--- src/hdl/assert_macros.svh ---
// assertion macros shared by the aggregator rtl
`ifndef ASSERT_MACROS_SVH
`define ASSERT_MACROS_SVH

// property checked on the rising clock, off while reset is asserted
`define FSA_ASSERT(lbl, prop, msg) \
  lbl: assert property (@(posedge clk_i) disable iff (!rst_ni) prop) else $error(msg);

// condition that must never be true
`define FSA_NEVER(lbl, expr, msg) \
  `FSA_ASSERT(lbl, !(expr), msg)

`endif

--- src/hdl/fsa_pkg.sv ---
// types and constants of the filtered stream aggregator
package fsa_pkg;

  localparam int unsigned MAX_ITEMS   = 256;
  localparam int unsigned VALUE_BITS  = 32;
  localparam int unsigned IN_W        = 32;
  localparam int unsigned SAMPLE_W    = (VALUE_BITS < IN_W) ? VALUE_BITS : IN_W;
  localparam int unsigned RES_W       = 40;
  localparam int unsigned CNT_W       = $clog2(MAX_ITEMS + 1);
  localparam int unsigned QUEUE_DEPTH = 4;
  localparam int unsigned QPTR_W      = $clog2(QUEUE_DEPTH);
  localparam int unsigned STEP_W      = $clog2(RES_W);

  localparam logic signed [RES_W-1:0] RES_MAX  = {1'b0, {(RES_W-1){1'b1}}};
  localparam logic signed [RES_W-1:0] RES_MIN  = {1'b1, {(RES_W-1){1'b0}}};
  localparam logic signed [RES_W-1:0] MOST_POS =
    RES_W'((64'(1) << (SAMPLE_W - 1)) - 64'(1));
  localparam logic signed [RES_W-1:0] MOST_NEG = ~MOST_POS;

  typedef enum logic [2:0] {
    MODE_NONE  = 3'd0,
    MODE_SUM   = 3'd1,
    MODE_COUNT = 3'd2,
    MODE_AVG   = 3'd3,
    MODE_MIN   = 3'd4,
    MODE_MAX   = 3'd5,
    MODE_FIRST = 3'd6,
    MODE_LAST  = 3'd7
  } mode_e;

  typedef enum logic [1:0] {
    BK_IDLE,
    BK_DIV,
    BK_DONE
  } back_state_e;

  // one closed set, handed from front to back
  typedef struct packed {
    mode_e                   mode;
    logic signed [RES_W-1:0] acc;
    logic [CNT_W-1:0]        sel_cnt;
    logic [CNT_W-1:0]        item_cnt;
    logic                    found;
  } job_t;

endpackage

--- src/hdl/fsa_if.sv ---
// stream and configuration channel interfaces
interface fsa_in_if;
  import fsa_pkg::*;
  logic                   valid;
  logic                   ready;
  logic signed [IN_W-1:0] sample_value;
  logic                   selected;
  logic                   end_of_set;
  modport source (output valid, sample_value, selected, end_of_set, input ready);
  modport sink (input valid, sample_value, selected, end_of_set, output ready);
endinterface

interface fsa_out_if;
  import fsa_pkg::*;
  logic                    valid;
  logic                    ready;
  logic signed [RES_W-1:0] aggregate_result;
  logic                    none_selected;
  modport source (output valid, aggregate_result, none_selected, input ready);
  modport sink (input valid, aggregate_result, none_selected, output ready);
endinterface

interface fsa_cfg_if;
  logic       valid;
  logic       ready;
  logic [2:0] mode;
  modport source (output valid, mode, input ready);
  modport sink (input valid, mode, output ready);
endinterface

--- src/hdl/fsa_front.sv ---
// front end: mode register, per-item folding and set closing
`include "assert_macros.svh"

module fsa_front (
  input  logic            clk_i,
  input  logic            rst_ni,
  fsa_in_if.sink          in_i,
  fsa_cfg_if.sink         cfg_i,
  input  logic            full_i,
  output logic            push_o,
  output fsa_pkg::job_t   job_o
);
  import fsa_pkg::*;

  mode_e                   mode_q;
  logic signed [RES_W-1:0] acc_q, acc_d;
  logic [CNT_W-1:0]        sel_q, sel_d;
  logic [CNT_W-1:0]        item_q, item_d;
  logic                    found_q, found_d;

  logic signed [RES_W-1:0] v;
  logic signed [RES_W:0]   sum_wide;
  logic signed [RES_W-1:0] sum_sat;
  logic signed [RES_W-1:0] acc_f;
  logic [CNT_W-1:0]        sel_f, item_f;
  logic                    found_f;
  logic                    accept;

  assign cfg_i.ready = 1'b1;
  assign in_i.ready  = !full_i;
  assign accept      = in_i.valid && in_i.ready;

  always_comb begin
    v        = {{(RES_W-SAMPLE_W){in_i.sample_value[SAMPLE_W-1]}},
                in_i.sample_value[SAMPLE_W-1:0]};
    sum_wide = {acc_q[RES_W-1], acc_q} + {v[RES_W-1], v};
    if (sum_wide[RES_W] != sum_wide[RES_W-1]) begin
      sum_sat = sum_wide[RES_W] ? RES_MIN : RES_MAX;
    end else begin
      sum_sat = sum_wide[RES_W-1:0];
    end

    acc_f   = acc_q;
    sel_f   = sel_q;
    item_f  = item_q;
    found_f = found_q;
    // items past the set limit are dropped
    if (item_q < CNT_W'(MAX_ITEMS)) begin
      item_f = item_q + CNT_W'(1);
      if (in_i.selected) begin
        sel_f   = sel_q + CNT_W'(1);
        found_f = 1'b1;
        case (mode_q)
          MODE_SUM, MODE_AVG: acc_f = sum_sat;
          MODE_MIN: begin
            if (!found_q || v < acc_q) acc_f = v;
          end
          MODE_MAX: begin
            if (!found_q || v > acc_q) acc_f = v;
          end
          MODE_FIRST: begin
            if (!found_q) acc_f = v;
          end
          MODE_LAST: acc_f = v;
          default: acc_f = acc_q;
        endcase
      end
    end

    push_o = accept && in_i.end_of_set;
    job_o  = '{mode: mode_q, acc: acc_f, sel_cnt: sel_f, item_cnt: item_f,
               found: found_f};

    acc_d   = acc_q;
    sel_d   = sel_q;
    item_d  = item_q;
    found_d = found_q;
    if (accept) begin
      if (in_i.end_of_set) begin
        acc_d   = '0;
        sel_d   = '0;
        item_d  = '0;
        found_d = 1'b0;
      end else begin
        acc_d   = acc_f;
        sel_d   = sel_f;
        item_d  = item_f;
        found_d = found_f;
      end
    end
  end

  always_ff @(posedge clk_i or negedge rst_ni) begin
    if (!rst_ni) begin
      mode_q  <= MODE_NONE;
      acc_q   <= '0;
      sel_q   <= '0;
      item_q  <= '0;
      found_q <= 1'b0;
    end else begin
      if (cfg_i.valid && cfg_i.ready) begin
        mode_q <= mode_e'(cfg_i.mode);
      end
      acc_q   <= acc_d;
      sel_q   <= sel_d;
      item_q  <= item_d;
      found_q <= found_d;
    end
  end

  `FSA_NEVER(a_item_limit, item_q > CNT_W'(MAX_ITEMS), "item count past set limit")
  `FSA_NEVER(a_sel_le_item, sel_q > item_q, "selected count exceeds item count")
  `FSA_ASSERT(a_found_sel, found_q == (sel_q != '0), "found flag disagrees with count")

endmodule

--- src/hdl/fsa_queue.sv ---
// small queue of closed sets between front and back
`include "assert_macros.svh"

module fsa_queue (
  input  logic          clk_i,
  input  logic          rst_ni,
  input  logic          push_i,
  input  fsa_pkg::job_t job_i,
  output logic          full_o,
  input  logic          pop_i,
  output logic          empty_o,
  output fsa_pkg::job_t job_o
);
  import fsa_pkg::*;

  job_t              mem_q [QUEUE_DEPTH];
  logic [QPTR_W-1:0] wr_q, rd_q;
  logic [QPTR_W:0]   cnt_q;
  logic              do_push, do_pop;

  assign full_o  = (cnt_q == (QPTR_W+1)'(QUEUE_DEPTH));
  assign empty_o = (cnt_q == '0);
  assign do_push = push_i && !full_o;
  assign do_pop  = pop_i && !empty_o;
  assign job_o   = mem_q[rd_q];

  always_ff @(posedge clk_i) begin
    if (do_push) begin
      mem_q[wr_q] <= job_i;
    end
  end

  always_ff @(posedge clk_i or negedge rst_ni) begin
    if (!rst_ni) begin
      wr_q  <= '0;
      rd_q  <= '0;
      cnt_q <= '0;
    end else begin
      if (do_push) wr_q <= wr_q + QPTR_W'(1);
      if (do_pop) rd_q <= rd_q + QPTR_W'(1);
      if (do_push && !do_pop) begin
        cnt_q <= cnt_q + (QPTR_W+1)'(1);
      end else if (do_pop && !do_push) begin
        cnt_q <= cnt_q - (QPTR_W+1)'(1);
      end
    end
  end

  `FSA_NEVER(a_cnt_range, cnt_q > (QPTR_W+1)'(QUEUE_DEPTH), "queue count out of range")
  `FSA_ASSERT(a_ptr_gap, (wr_q - rd_q) == cnt_q[QPTR_W-1:0], "queue pointers disagree")

endmodule

--- src/hdl/fsa_back.sv ---
// back end: result selection, serial average divider and output register
`include "assert_macros.svh"

module fsa_back (
  input  logic          clk_i,
  input  logic          rst_ni,
  input  logic          empty_i,
  input  fsa_pkg::job_t job_i,
  output logic          pop_o,
  fsa_out_if.source     out_o
);
  import fsa_pkg::*;

  back_state_e             state_q, state_d;
  logic signed [RES_W-1:0] held_q, held_d;
  logic signed [RES_W-1:0] res_q, res_d;
  logic                    none_q, none_d;
  logic                    valid_q, valid_d;
  logic [RES_W-1:0]        dq_q, dq_d;
  logic [CNT_W-1:0]        rem_q, rem_d;
  logic [CNT_W-1:0]        div_q, div_d;
  logic [STEP_W-1:0]       step_q, step_d;
  logic                    neg_q, neg_d;
  logic                    dnone_q, dnone_d;

  logic                    out_free;
  logic                    job_none;
  logic signed [RES_W-1:0] direct_res;
  logic [CNT_W:0]          trial;
  logic                    ge;

  assign out_o.valid            = valid_q;
  assign out_o.aggregate_result = res_q;
  assign out_o.none_selected    = none_q;
  assign out_free               = !valid_q || out_o.ready;
  assign job_none               = (job_i.sel_cnt == '0);

  always_comb begin
    case (job_i.mode)
      MODE_SUM:   direct_res = job_none ? '0 : job_i.acc;
      MODE_COUNT: direct_res = RES_W'(job_i.sel_cnt);
      MODE_AVG:   direct_res = '0;
      MODE_MIN:   direct_res = job_i.found ? job_i.acc : MOST_POS;
      MODE_MAX:   direct_res = job_i.found ? job_i.acc : MOST_NEG;
      MODE_FIRST, MODE_LAST: direct_res = job_i.found ? job_i.acc : held_q;
      default:    direct_res = held_q;
    endcase
  end

  always_comb begin
    state_d = state_q;
    held_d  = held_q;
    res_d   = res_q;
    none_d  = none_q;
    valid_d = valid_q && !out_o.ready;
    dq_d    = dq_q;
    rem_d   = rem_q;
    div_d   = div_q;
    step_d  = step_q;
    neg_d   = neg_q;
    dnone_d = dnone_q;
    pop_o   = 1'b0;

    // restoring divide step on magnitudes
    trial = {rem_q, dq_q[RES_W-1]};
    ge    = (trial >= {1'b0, div_q});

    case (state_q)
      BK_IDLE: begin
        if (!empty_i && out_free) begin
          pop_o = 1'b1;
          if (job_i.mode == MODE_AVG && !job_none && job_i.item_cnt != '0) begin
            neg_d   = job_i.acc[RES_W-1];
            dq_d    = job_i.acc[RES_W-1] ? (~job_i.acc + RES_W'(1)) : job_i.acc;
            rem_d   = '0;
            div_d   = job_i.item_cnt;
            step_d  = '0;
            dnone_d = job_none;
            state_d = BK_DIV;
          end else begin
            res_d   = direct_res;
            held_d  = direct_res;
            none_d  = job_none;
            valid_d = 1'b1;
          end
        end
      end
      BK_DIV: begin
        rem_d = ge ? CNT_W'(trial - {1'b0, div_q}) : trial[CNT_W-1:0];
        dq_d  = {dq_q[RES_W-2:0], ge};
        step_d = step_q + STEP_W'(1);
        if (step_q == STEP_W'(RES_W - 1)) begin
          state_d = BK_DONE;
        end
      end
      BK_DONE: begin
        if (out_free) begin
          res_d   = neg_q ? (~dq_q + RES_W'(1)) : dq_q;
          held_d  = neg_q ? (~dq_q + RES_W'(1)) : dq_q;
          none_d  = dnone_q;
          valid_d = 1'b1;
          state_d = BK_IDLE;
        end
      end
      default: state_d = BK_IDLE;
    endcase
  end

  always_ff @(posedge clk_i or negedge rst_ni) begin
    if (!rst_ni) begin
      state_q <= BK_IDLE;
      held_q  <= '0;
      valid_q <= 1'b0;
    end else begin
      state_q <= state_d;
      held_q  <= held_d;
      valid_q <= valid_d;
    end
  end

  always_ff @(posedge clk_i) begin
    res_q   <= res_d;
    none_q  <= none_d;
    dq_q    <= dq_d;
    rem_q   <= rem_d;
    div_q   <= div_d;
    step_q  <= step_d;
    neg_q   <= neg_d;
    dnone_q <= dnone_d;
  end

  `FSA_ASSERT(a_div_nonzero, (state_q == BK_DIV) |-> (div_q != '0), "divide by zero")
  `FSA_ASSERT(a_rem_below, (state_q == BK_DIV) |-> (rem_q < div_q), "remainder not below divisor")
  `FSA_NEVER(a_pop_busy, pop_o && (state_q != BK_IDLE), "queue read while divider busy")

endmodule

--- src/hdl/filtered_stream_aggregator_unit.sv ---
// Filtered stream aggregator. Samples (signed Q16.16) stream in at one transaction per
// cycle while the queue is not full; each is folded into a running sum, count, min, max,
// first or last value under the current mode, and the transaction flagged end_of_set
// closes the set and yields one result with a none_selected flag. Closed sets pass
// through a 4-entry queue to the back end, so the input keeps flowing while results
// are finished. The back end loads most results straight into the output register;
// average instead runs a bit-serial restoring divider, then loads the output register.
// The divider and the queue absorb five short sets under average, and a sixth arriving
// while they are busy stalls the input. Items past the first 256 of a set are ignored
// apart from their end flag. The mode register is written through the cfg channel; the
// user must write it only while the block is idle; the block does not enforce this.
module filtered_stream_aggregator_unit (
  input  logic      clk_i,
  input  logic      rst_ni,
  fsa_in_if.sink    in_i,
  fsa_cfg_if.sink   cfg_i,
  fsa_out_if.source out_o
);
  import fsa_pkg::*;

  logic push, full, pop, empty;
  job_t job_in, job_out;

  fsa_front u_front (
    .clk_i  (clk_i),
    .rst_ni (rst_ni),
    .in_i   (in_i),
    .cfg_i  (cfg_i),
    .full_i (full),
    .push_o (push),
    .job_o  (job_in)
  );

  fsa_queue u_queue (
    .clk_i   (clk_i),
    .rst_ni  (rst_ni),
    .push_i  (push),
    .job_i   (job_in),
    .full_o  (full),
    .pop_i   (pop),
    .empty_o (empty),
    .job_o   (job_out)
  );

  fsa_back u_back (
    .clk_i   (clk_i),
    .rst_ni  (rst_ni),
    .empty_i (empty),
    .job_i   (job_out),
    .pop_o   (pop),
    .out_o   (out_o)
  );

endmodule

--- src/flat_wrapper.sv ---
// flat-port wrapper written by rule: the top's interface ports become plain ports
module filtered_stream_aggregator_unit_flat import fsa_pkg::*;
  (clk_i, rst_ni, in_i_valid, in_i_sample_value, in_i_selected, in_i_end_of_set, in_i_ready, cfg_i_valid, cfg_i_mode, cfg_i_ready, out_o_valid, out_o_aggregate_result, out_o_none_selected, out_o_ready);
  fsa_in_if in_i_i ();
  fsa_cfg_if cfg_i_i ();
  fsa_out_if out_o_i ();
  input  logic clk_i;
  input  logic rst_ni;
  input wire logic [$bits(in_i_i.valid)-1:0] in_i_valid;
  input wire logic [$bits(in_i_i.sample_value)-1:0] in_i_sample_value;
  input wire logic [$bits(in_i_i.selected)-1:0] in_i_selected;
  input wire logic [$bits(in_i_i.end_of_set)-1:0] in_i_end_of_set;
  output wire logic [$bits(in_i_i.ready)-1:0] in_i_ready;
  input wire logic [$bits(cfg_i_i.valid)-1:0] cfg_i_valid;
  input wire logic [$bits(cfg_i_i.mode)-1:0] cfg_i_mode;
  output wire logic [$bits(cfg_i_i.ready)-1:0] cfg_i_ready;
  output wire logic [$bits(out_o_i.valid)-1:0] out_o_valid;
  output wire logic [$bits(out_o_i.aggregate_result)-1:0] out_o_aggregate_result;
  output wire logic [$bits(out_o_i.none_selected)-1:0] out_o_none_selected;
  input wire logic [$bits(out_o_i.ready)-1:0] out_o_ready;
  assign in_i_i.valid = in_i_valid;
  assign in_i_i.sample_value = in_i_sample_value;
  assign in_i_i.selected = in_i_selected;
  assign in_i_i.end_of_set = in_i_end_of_set;
  assign in_i_ready = in_i_i.ready;
  assign cfg_i_i.valid = cfg_i_valid;
  assign cfg_i_i.mode = cfg_i_mode;
  assign cfg_i_ready = cfg_i_i.ready;
  assign out_o_valid = out_o_i.valid;
  assign out_o_aggregate_result = out_o_i.aggregate_result;
  assign out_o_none_selected = out_o_i.none_selected;
  assign out_o_i.ready = out_o_ready;
  filtered_stream_aggregator_unit u_core (.clk_i(clk_i), .rst_ni(rst_ni), .in_i(in_i_i), .cfg_i(cfg_i_i), .out_o(out_o_i));
endmodule
--- config.mk ---
export PLATFORM = sky130hd
export DESIGN_NAME = filtered_stream_aggregator_unit_flat
export DESIGN_NICKNAME = d
export VERILOG_FILES = /design/src/hdl/fsa_pkg.sv /design/src/hdl/fsa_if.sv /design/src/hdl/fsa_front.sv /design/src/hdl/fsa_queue.sv /design/src/hdl/fsa_back.sv /design/src/hdl/filtered_stream_aggregator_unit.sv /design/src/flat_wrapper.sv
export VERILOG_INCLUDE_DIRS = /design/src /design/src/hdl
export SDC_FILE = /design/constraint.sdc
export NUM_CORES = 1
export LEC_CHECK = 0
export ABC_AREA = 1
export BUFFER_PORTS_ARGS = -buffer_cell sky130_fd_sc_hd__buf_2
export CORE_MARGIN = 3
export CORE_UTILIZATION = 30
export DETAILED_ROUTE_END_ITERATION = 8
export PLACE_DENSITY = 0.44
export SLEW_MARGIN = 15
export SYNTH_ARGS = -nofsm -noshare
export SYNTH_HDL_FRONTEND = slang
export SYNTH_SLANG_ARGS = --single-unit
--- constraint.sdc ---
create_clock -name clk_i -period 12.85 [get_ports clk_i]
set_input_delay 1.9275 -clock clk_i [delete_from_list [all_inputs] [get_ports clk_i]]
set_output_delay 1.9275 -clock clk_i [all_outputs]
set_load 0.005 [all_outputs]
==> impl_metrics.env, run 1 <==
export IMPL_r2r_start="u_core.u_front.acc_q[6]"
export IMPL_cts_buffers=55
export IMPL_cp_required_ns=13.11
export IMPL_syn_to_final_growth_pct=11.4
export IMPL_critPathMaxFanout=41
export IMPL_powerDensity_mw_per_mm2=254
export IMPL_finalHoldViolations=0
export IMPL_fmax_mhz=164
export IMPL_r2r_cells=17
export IMPL_yosysMostFrequentCell="nand2_1"
export IMPL_ys_seq_elements=467
export IMPL_worstReg2RegEnd="u_core.u_queue.mem_q[1][39]"
export IMPL_ys_top_cells_by_area="edfxtp_1 (36%), nand2_1 (12%), dfrtp_1 (9.4%)"
export IMPL_fin_nets=4004
export IMPL_root_buffer="clkbuf_16"
export IMPL_hold_buffers=0
export IMPL_clk_path_buf_depth=3
export IMPL_slew_violations=0
export IMPL_netlist_area_leader_share=0.356
export IMPL_grt_pass1_wl_um=161000
export IMPL_cts_sinks=467
export IMPL_htree_levels=2
export IMPL_antenna_left=0
export IMPL_status="complete, no violations"
export IMPL_hold_start="u_core.u_back.held_q[7]"
export IMPL_end_kind="flop"
export IMPL_portBuffers=84
export IMPL_skew_ns=0.0550
export IMPL_wl_per_cell_um=20.3
export IMPL_hold_depth=2
export IMPL_rows=115
export IMPL_rsz0062_at_grt="no"
export IMPL_slowest_stage="nand3_1"
export IMPL_final_util=0.338
export IMPL_coreArea_mm2=0.0987
export IMPL_avgViaCountPerCell=5.04
export IMPL_fin_crit_sh=0.473
export IMPL_dp_hpwl_um=73500
export IMPL_period_minus_slack_ns=6.08
export IMPL_postCtsSetupBuffers=0
export IMPL_diodes=0
export IMPL_ir_worst_vdd_mv=0.112
export IMPL_crit_start="in_i_sample_value[31]"
export IMPL_start_kind="primary input"
export IMPL_gr_max_usage_layer="met2"
export IMPL_die_x_um=322
export IMPL_synth_seq_area_share=0.449
export IMPL_fill_cells=10500
export IMPL_initial_core_util=0.303
export IMPL_hold_end="u_core.u_back.held_q[7]"
export IMPL_critPathMaxStageDelay_ns=0.85
export IMPL_hold_path_class="flop to flop"
export IMPL_async_flop_share=0.240
export IMPL_crit_chain="buf_2 > ha_1 > nand2_1 > nor2_1 > a21boi_0 > nor2_1 > nand2_1 > nor2_1 > nand2_1 > nand2_1 > buf_4 > nand3_1 > buf_4 > nand2_2 > buf_4 > nand2_1 > nand2_1 > a31oi_1"
export IMPL_max_slew_margin=0.232
export IMPL_ys_warn_count=0
export IMPL_cellLeakagePower_uw=0.0142
export IMPL_overflow=0
export IMPL_synth_top_cell_by_area="edfxtp_1"
export IMPL_ys_top_cells_by_count="nand2_1 (977), inv_1 (458), edfxtp_1 (355)"
export IMPL_ys_types=58
export IMPL_synth_flop_cell="edfxtp_1"
export IMPL_io_pins=86
export IMPL_antenna_found_initial=2
export IMPL_worstSkewPairLatency_ns=0.65
export IMPL_maxCapViolCount=0
export IMPL_gp_congestion=0.960
export IMPL_first_global_vias=25400
export IMPL_tightestPinTransition_ns=1.15
export IMPL_cts_resized=0
export IMPL_syn_area_mm2=0.0300
export IMPL_syn_nets=3989
export IMPL_setup_tns_ns=0
export IMPL_grt_use_met3=0.0234
export IMPL_die_height_um=322
export IMPL_drive_gt1_frac=0.0699
export IMPL_drt_pass1_iter_count=6
export IMPL_use_met1=0.282
export IMPL_drc=0
export IMPL_r2r_setup_slack_ns=7.77
export IMPL_crit_path_frequent_cell="nand2_1"
export IMPL_dr_total_vias=26200
export IMPL_syn_area_per_cell_um2=7.79
export IMPL_synthCells=3845
export IMPL_setup_viol=0
export IMPL_cp_arrival_ns=6.34
export IMPL_clk_pin_slew_ns=0.06
export IMPL_crit_type="primary input to flop"
export IMPL_grtUsageTotal=0.201
export IMPL_globalRouteMet2Util=0.325
export IMPL_fp_dieArea_mm2=0.104
export IMPL_grt_max_degree=77
export IMPL_dr_first_iter_drc_count=2293
export IMPL_wl_um=106000
export IMPL_synth_edf_count=355
export IMPL_cts_tree="built"
-- worst max-delay path: cells and delay by family --
family | cells | cell delay [ns]
simple gates | 11 | 1.75
fa+ha+maj | 1 | 0.40
buf+inv | 4 | 1.75
compound gates | 2 | 0.46
-- logic make-up (layout without fill, tap and decap cells) --
group           Yosys count  in the layout  share of synthesized area
flops                   467            467                      0.449
fa+ha+maj               102            102                     0.0434
buf+inv                 639            700                     0.0873
xor+xnor                 77             77                     0.0225
simple gates           1755           1755                      0.246
other cells               1              1                   0.000125
compound gates          804            804                      0.151
-- cells in the final DEF, fill, tap and decap left out, drive strengths merged, types with 11 or more instances in the layout --
| cell type | synthesis | final |
|---|---|---|
| nor2 | 319 | 319 |
| nand2 | 993 | 993 |
| nand4 | 50 | 50 |
| clkbuf | 79 | 77 |
| nor4 | 11 | 11 |
| nand3 | 313 | 313 |
| inv | 465 | 470 |
| a21boi | 22 | 22 |
| ha | 99 | 99 |
| xor2 | 59 | 59 |
| o21ai | 360 | 360 |
| edfxtp | 355 | 355 |
| nor3 | 39 | 39 |
| a211oi | 33 | 33 |
| o22ai | 17 | 17 |
| clkinv | 4 | 19 |
| buf | 91 | 128 |
| o22a | 12 | 12 |
| dfrtp | 112 | 112 |
| xnor2 | 18 | 18 |
| o221ai | 11 | 11 |
| o211ai | 29 | 29 |
| a21oi | 254 | 254 |
| a31oi | 25 | 25 |
| nand3b | 22 | 22 |
-- metrics by stage --
step                      total power [uW]  hold slack [ns]  instance area [um2]  setup WS (ns)  std cells
after global placement                6940            0.490                31600           6.24       5090
after global routing                  9170            0.545                33400           6.46       5193
after detailed placement              6940            0.491                31600           6.21       5090
final                                 8460            0.502                33400           6.77       5193
after CTS                             8540            0.505                33400           6.91       5193
after floorplan                       5460            0.466                30000           7.40       3845
-- cell type report --
type	instances	area, um2	area share
clock buffer	77	1530	0.0458
timing repair buffer	128	757	0.0227
sequential	467	13500	0.404
multi-input combinational	2739	14000	0.420
tap	1287	1610	0.0483
clock inverter	26	240	0.00720
inverter	469	1760	0.0528
-- report_power, final --
| group | internal [uW] | switching [uW] |
|---|---|---|
| Sequential | 2270 | 282 |
| Combinational | 1210 | 3140 |
| Clock | 876 | 675 |
| Total | 4360 | 4100 |
-- flip-flops by register name (all words and copies together), names as in the netlist --
| signal | count |
|---|---|
| u_core.u_back.div_q | 9 |
| u_core.u_back.dnone_q | 1 |
| u_core.u_back.dq_q | 40 |
| u_core.u_back.held_q | 40 |
| u_core.u_back.neg_q | 1 |
| u_core.u_back.out_o.aggregate_result | 40 |
| u_core.u_back.out_o.none_selected | 1 |
| u_core.u_back.out_o.valid | 1 |
| u_core.u_back.rem_q | 9 |
| u_core.u_back.state_q | 2 |
| u_core.u_back.step_q | 6 |
| u_core.u_front.acc_q | 40 |
| u_core.u_front.found_q | 1 |
| u_core.u_front.item_q | 9 |
| u_core.u_front.mode_q | 3 |
| u_core.u_front.sel_q | 9 |
| u_core.u_queue.cnt_q | 3 |
| u_core.u_queue.mem_q | 248 |
| u_core.u_queue.rd_q | 2 |
| u_core.u_queue.wr_q | 2 |
-- metal layers --
metal / vias up / part of all wire / wire, um
met4: 2 / 0.032 / 3360
met5: - / 0.00010 / 11
met2: 676 / 0.45 / 47400
met3: 162 / 0.044 / 4620
li1: 13000 / - / -
met1: 12400 / 0.48 / 50200
-- worst max-delay path by stage --
stage | end | slack (ns) | cells past startpoint
finish | u_core.u_queue.mem_q[1][39] | 6.77 | 18
global route | u_core.u_queue.mem_q[2][58] | 6.46 | 19
CTS | u_core.u_queue.mem_q[0][58] | 6.91 | 18
detailed placement | u_core.u_queue.mem_q[1][42] | 6.21 | 18
global placement | u_core.u_queue.mem_q[0][56] | 6.24 | 20
floorplan | u_core.u_queue.mem_q[0][0] | 7.40 | 4
Power figures use the tool's default switching activity.
==> run 2, diff against run 1 <==
PLACE_DENSITY = 0.46   (was 0.44)
clock period = 5.3 ns   (was 12.85 ns; I/O delays follow)
==> impl_metrics.env, run 2 (synthesis results as in run 1) <==
export IMPL_first_global_vias=25100
export IMPL_drive_gt1_frac=0.0749
export IMPL_seqPwrFrac=0.296
export IMPL_finalHoldViolations=0
export IMPL_hold_path_class="primary input to async pin"
export IMPL_period_minus_slack_ns=4.14
export IMPL_rsz0062_at_grt="no"
export IMPL_portBuffers=84
export IMPL_cellLeakagePower_uw=0.0144
export IMPL_cts_tree="built"
export IMPL_fin_crit_sh=0.782
export IMPL_io_pins=86
export IMPL_htree_levels=2
export IMPL_regMostFlops="u_core.u_queue.mem_q"
export IMPL_largest_register_ffs=248
export IMPL_cp_arrival_ns=4.48
export IMPL_clk_path_buf_depth=3
export IMPL_avgViaCountPerCell=5.04
export IMPL_syn_to_final_growth_pct=12.6
export IMPL_switchingPower_uw=9900
export IMPL_fin_nets=4025
export IMPL_ir_worst_vdd_mv=0.286
export IMPL_final_util=0.342
export IMPL_layout_common_cells="nand2_1 (976), inv_1 (457), edfxtp_1 (355)"
export IMPL_die_x_um=322
export IMPL_root_buffer="clkbuf_16"
export IMPL_seq_area_mm2=0.0135
export IMPL_fmax_mhz=241
export IMPL_layout_commonest_cell="nand2_1"
export IMPL_skew_ns=0.0224
export IMPL_die_height_um=322
export IMPL_grt_max_degree=132
export IMPL_cts_sinks=467
export IMPL_powerDensity_mw_per_mm2=616
export IMPL_drc=0
export IMPL_rows=115
export IMPL_worstSkewPairLatency_ns=0.62
export IMPL_start_kind="flop"
export IMPL_max_slew_margin=0.334
export IMPL_drt_pass1_iter_count=6
export IMPL_wl_per_cell_um=19.8
export IMPL_grtUsageTotal=0.196
export IMPL_initial_core_util=0.303
export IMPL_end_kind="flop"
export IMPL_dr_total_vias=26300
export IMPL_power_frac_clock=0.185
export IMPL_tightestPinTransition_ns=0.996
export IMPL_multi_input_area_mm2=0.0140
export IMPL_cts_resized=0
export IMPL_cp_required_ns=5.64
export IMPL_postCtsSetupBuffers=0
export IMPL_coreArea_mm2=0.0987
export IMPL_cts_buffers=54
export IMPL_switching_share=0.477
export IMPL_crit_type="flop to flop"
export IMPL_gp_congestion=0.923
export IMPL_grt_pass1_wl_um=158000
export IMPL_hold_buffers=0
export IMPL_wl_um=103000
export IMPL_critPathMaxFanout=13
export IMPL_dr_first_iter_drc_count=2308
export IMPL_intPower_uw=10900
export IMPL_power_frac_comb=0.519
export IMPL_dp_hpwl_um=74200
export IMPL_overflow=0
export IMPL_clk_pin_slew_ns=0.06
export IMPL_status="complete, no violations"
export IMPL_antenna_found_initial=1
export IMPL_slew_violations=0
export IMPL_fill_cells=10500
export IMPL_antenna_left=0
export IMPL_setup_tns_ns=0
export IMPL_maxCapViolCount=0
export IMPL_fp_dieArea_mm2=0.104
export IMPL_setup_viol=0
==> run 2: cell types whose count changed in the layout (fill, tap and decap cells not counted), moves of 3 or more <==
cell       before  now
nand2_2        20   17
bufinv_16       2    5
nand2_1       973  976
buf_12          0   11
clkbuf_1       15   11
buf_4          44   55
==> run 2: per-layer routing <==
layer,vias up,GRT usage,share of wire
met5,-,0,0
met4,0,0.0500,0.024
met3,142,0.0221,0.049
met2,738,0.314,0.45
met1,12400,0.282,0.48
li1,13000,-,-
==> run 2: power groups by stage <==
stage	sequential (uW)	combinational, uW	clock [uW]
after floorplan	6020	7210	0
after global placement	6210	10700	0
after detailed placement	6200	10800	0
after CTS	6140	10800	3970
after global routing	6250	12100	4110
final	6140	10800	3850
==> run 2: path summary, 6_finish.rpt <==
kind | from | end | slack, ns | depth (start not counted)
max | u_core.u_front.acc_q[2] | u_core.u_queue.mem_q[0][41] | 1.16 | 17
min | rst_ni | u_core.u_queue.cnt_q[0] | 0.17 | 1
max reg2reg | u_core.u_front.acc_q[2] | u_core.u_queue.mem_q[0][41] | 1.16 | 17
min reg2reg | u_core.u_back.held_q[21] | u_core.u_back.held_q[21] | 0.51 | 2
max in group asynchronous | rst_ni | u_core.u_back.held_q[35] | 4.12 | 2
min in group clk_i | cfg_i_mode[0] | u_core.u_front.mode_q[0] | 0.39 | 3
==> run 2: per-stage QoR <==
stage | instances | setup WS, ns | total power (uW) | hold WS [ns] | area [um2]
after floorplan | 3845 | 0.894 | 13200 | 0.466 | 30000
after global placement | 5112 | 0.935 | 17000 | 0.496 | 31900
after detailed placement | 5112 | 0.891 | 17000 | 0.495 | 31900
after CTS | 5213 | 1.09 | 20900 | 0.154 | 33700
after global routing | 5214 | 0.833 | 22500 | 0.179 | 33700
final | 5214 | 1.16 | 20800 | 0.173 | 33700
==> run 2: layout make-up <==
type | count | area share
diodes | 1 | 0.0000742
repair buffers | 150 | 0.0314
clock buffers | 73 | 0.0449
clock inverters | 28 | 0.00905
flip-flops and latches | 467 | 0.400
inverters | 469 | 0.0522
well taps | 1287 | 0.0478
multi-input cells | 2739 | 0.415
==> run 2: worst max-delay path: stages, from the launching register on <==
cell	delay, ns
dfrtp_1	0.51
inv_1	0.14
ha_1	0.36
inv_1	0.09
a21oi_1	0.19
nand2_1	0.16
nand2_1	0.10
nand2_1	0.14
nand2_1	0.11
nand3_1	0.16
nand2_1	0.17
nand2_1	0.08
nand2_1	0.08
nand2_1	0.08
a21boi_2	0.69
buf_4	0.32
nand2_1	0.09
a31oi_1	0.40
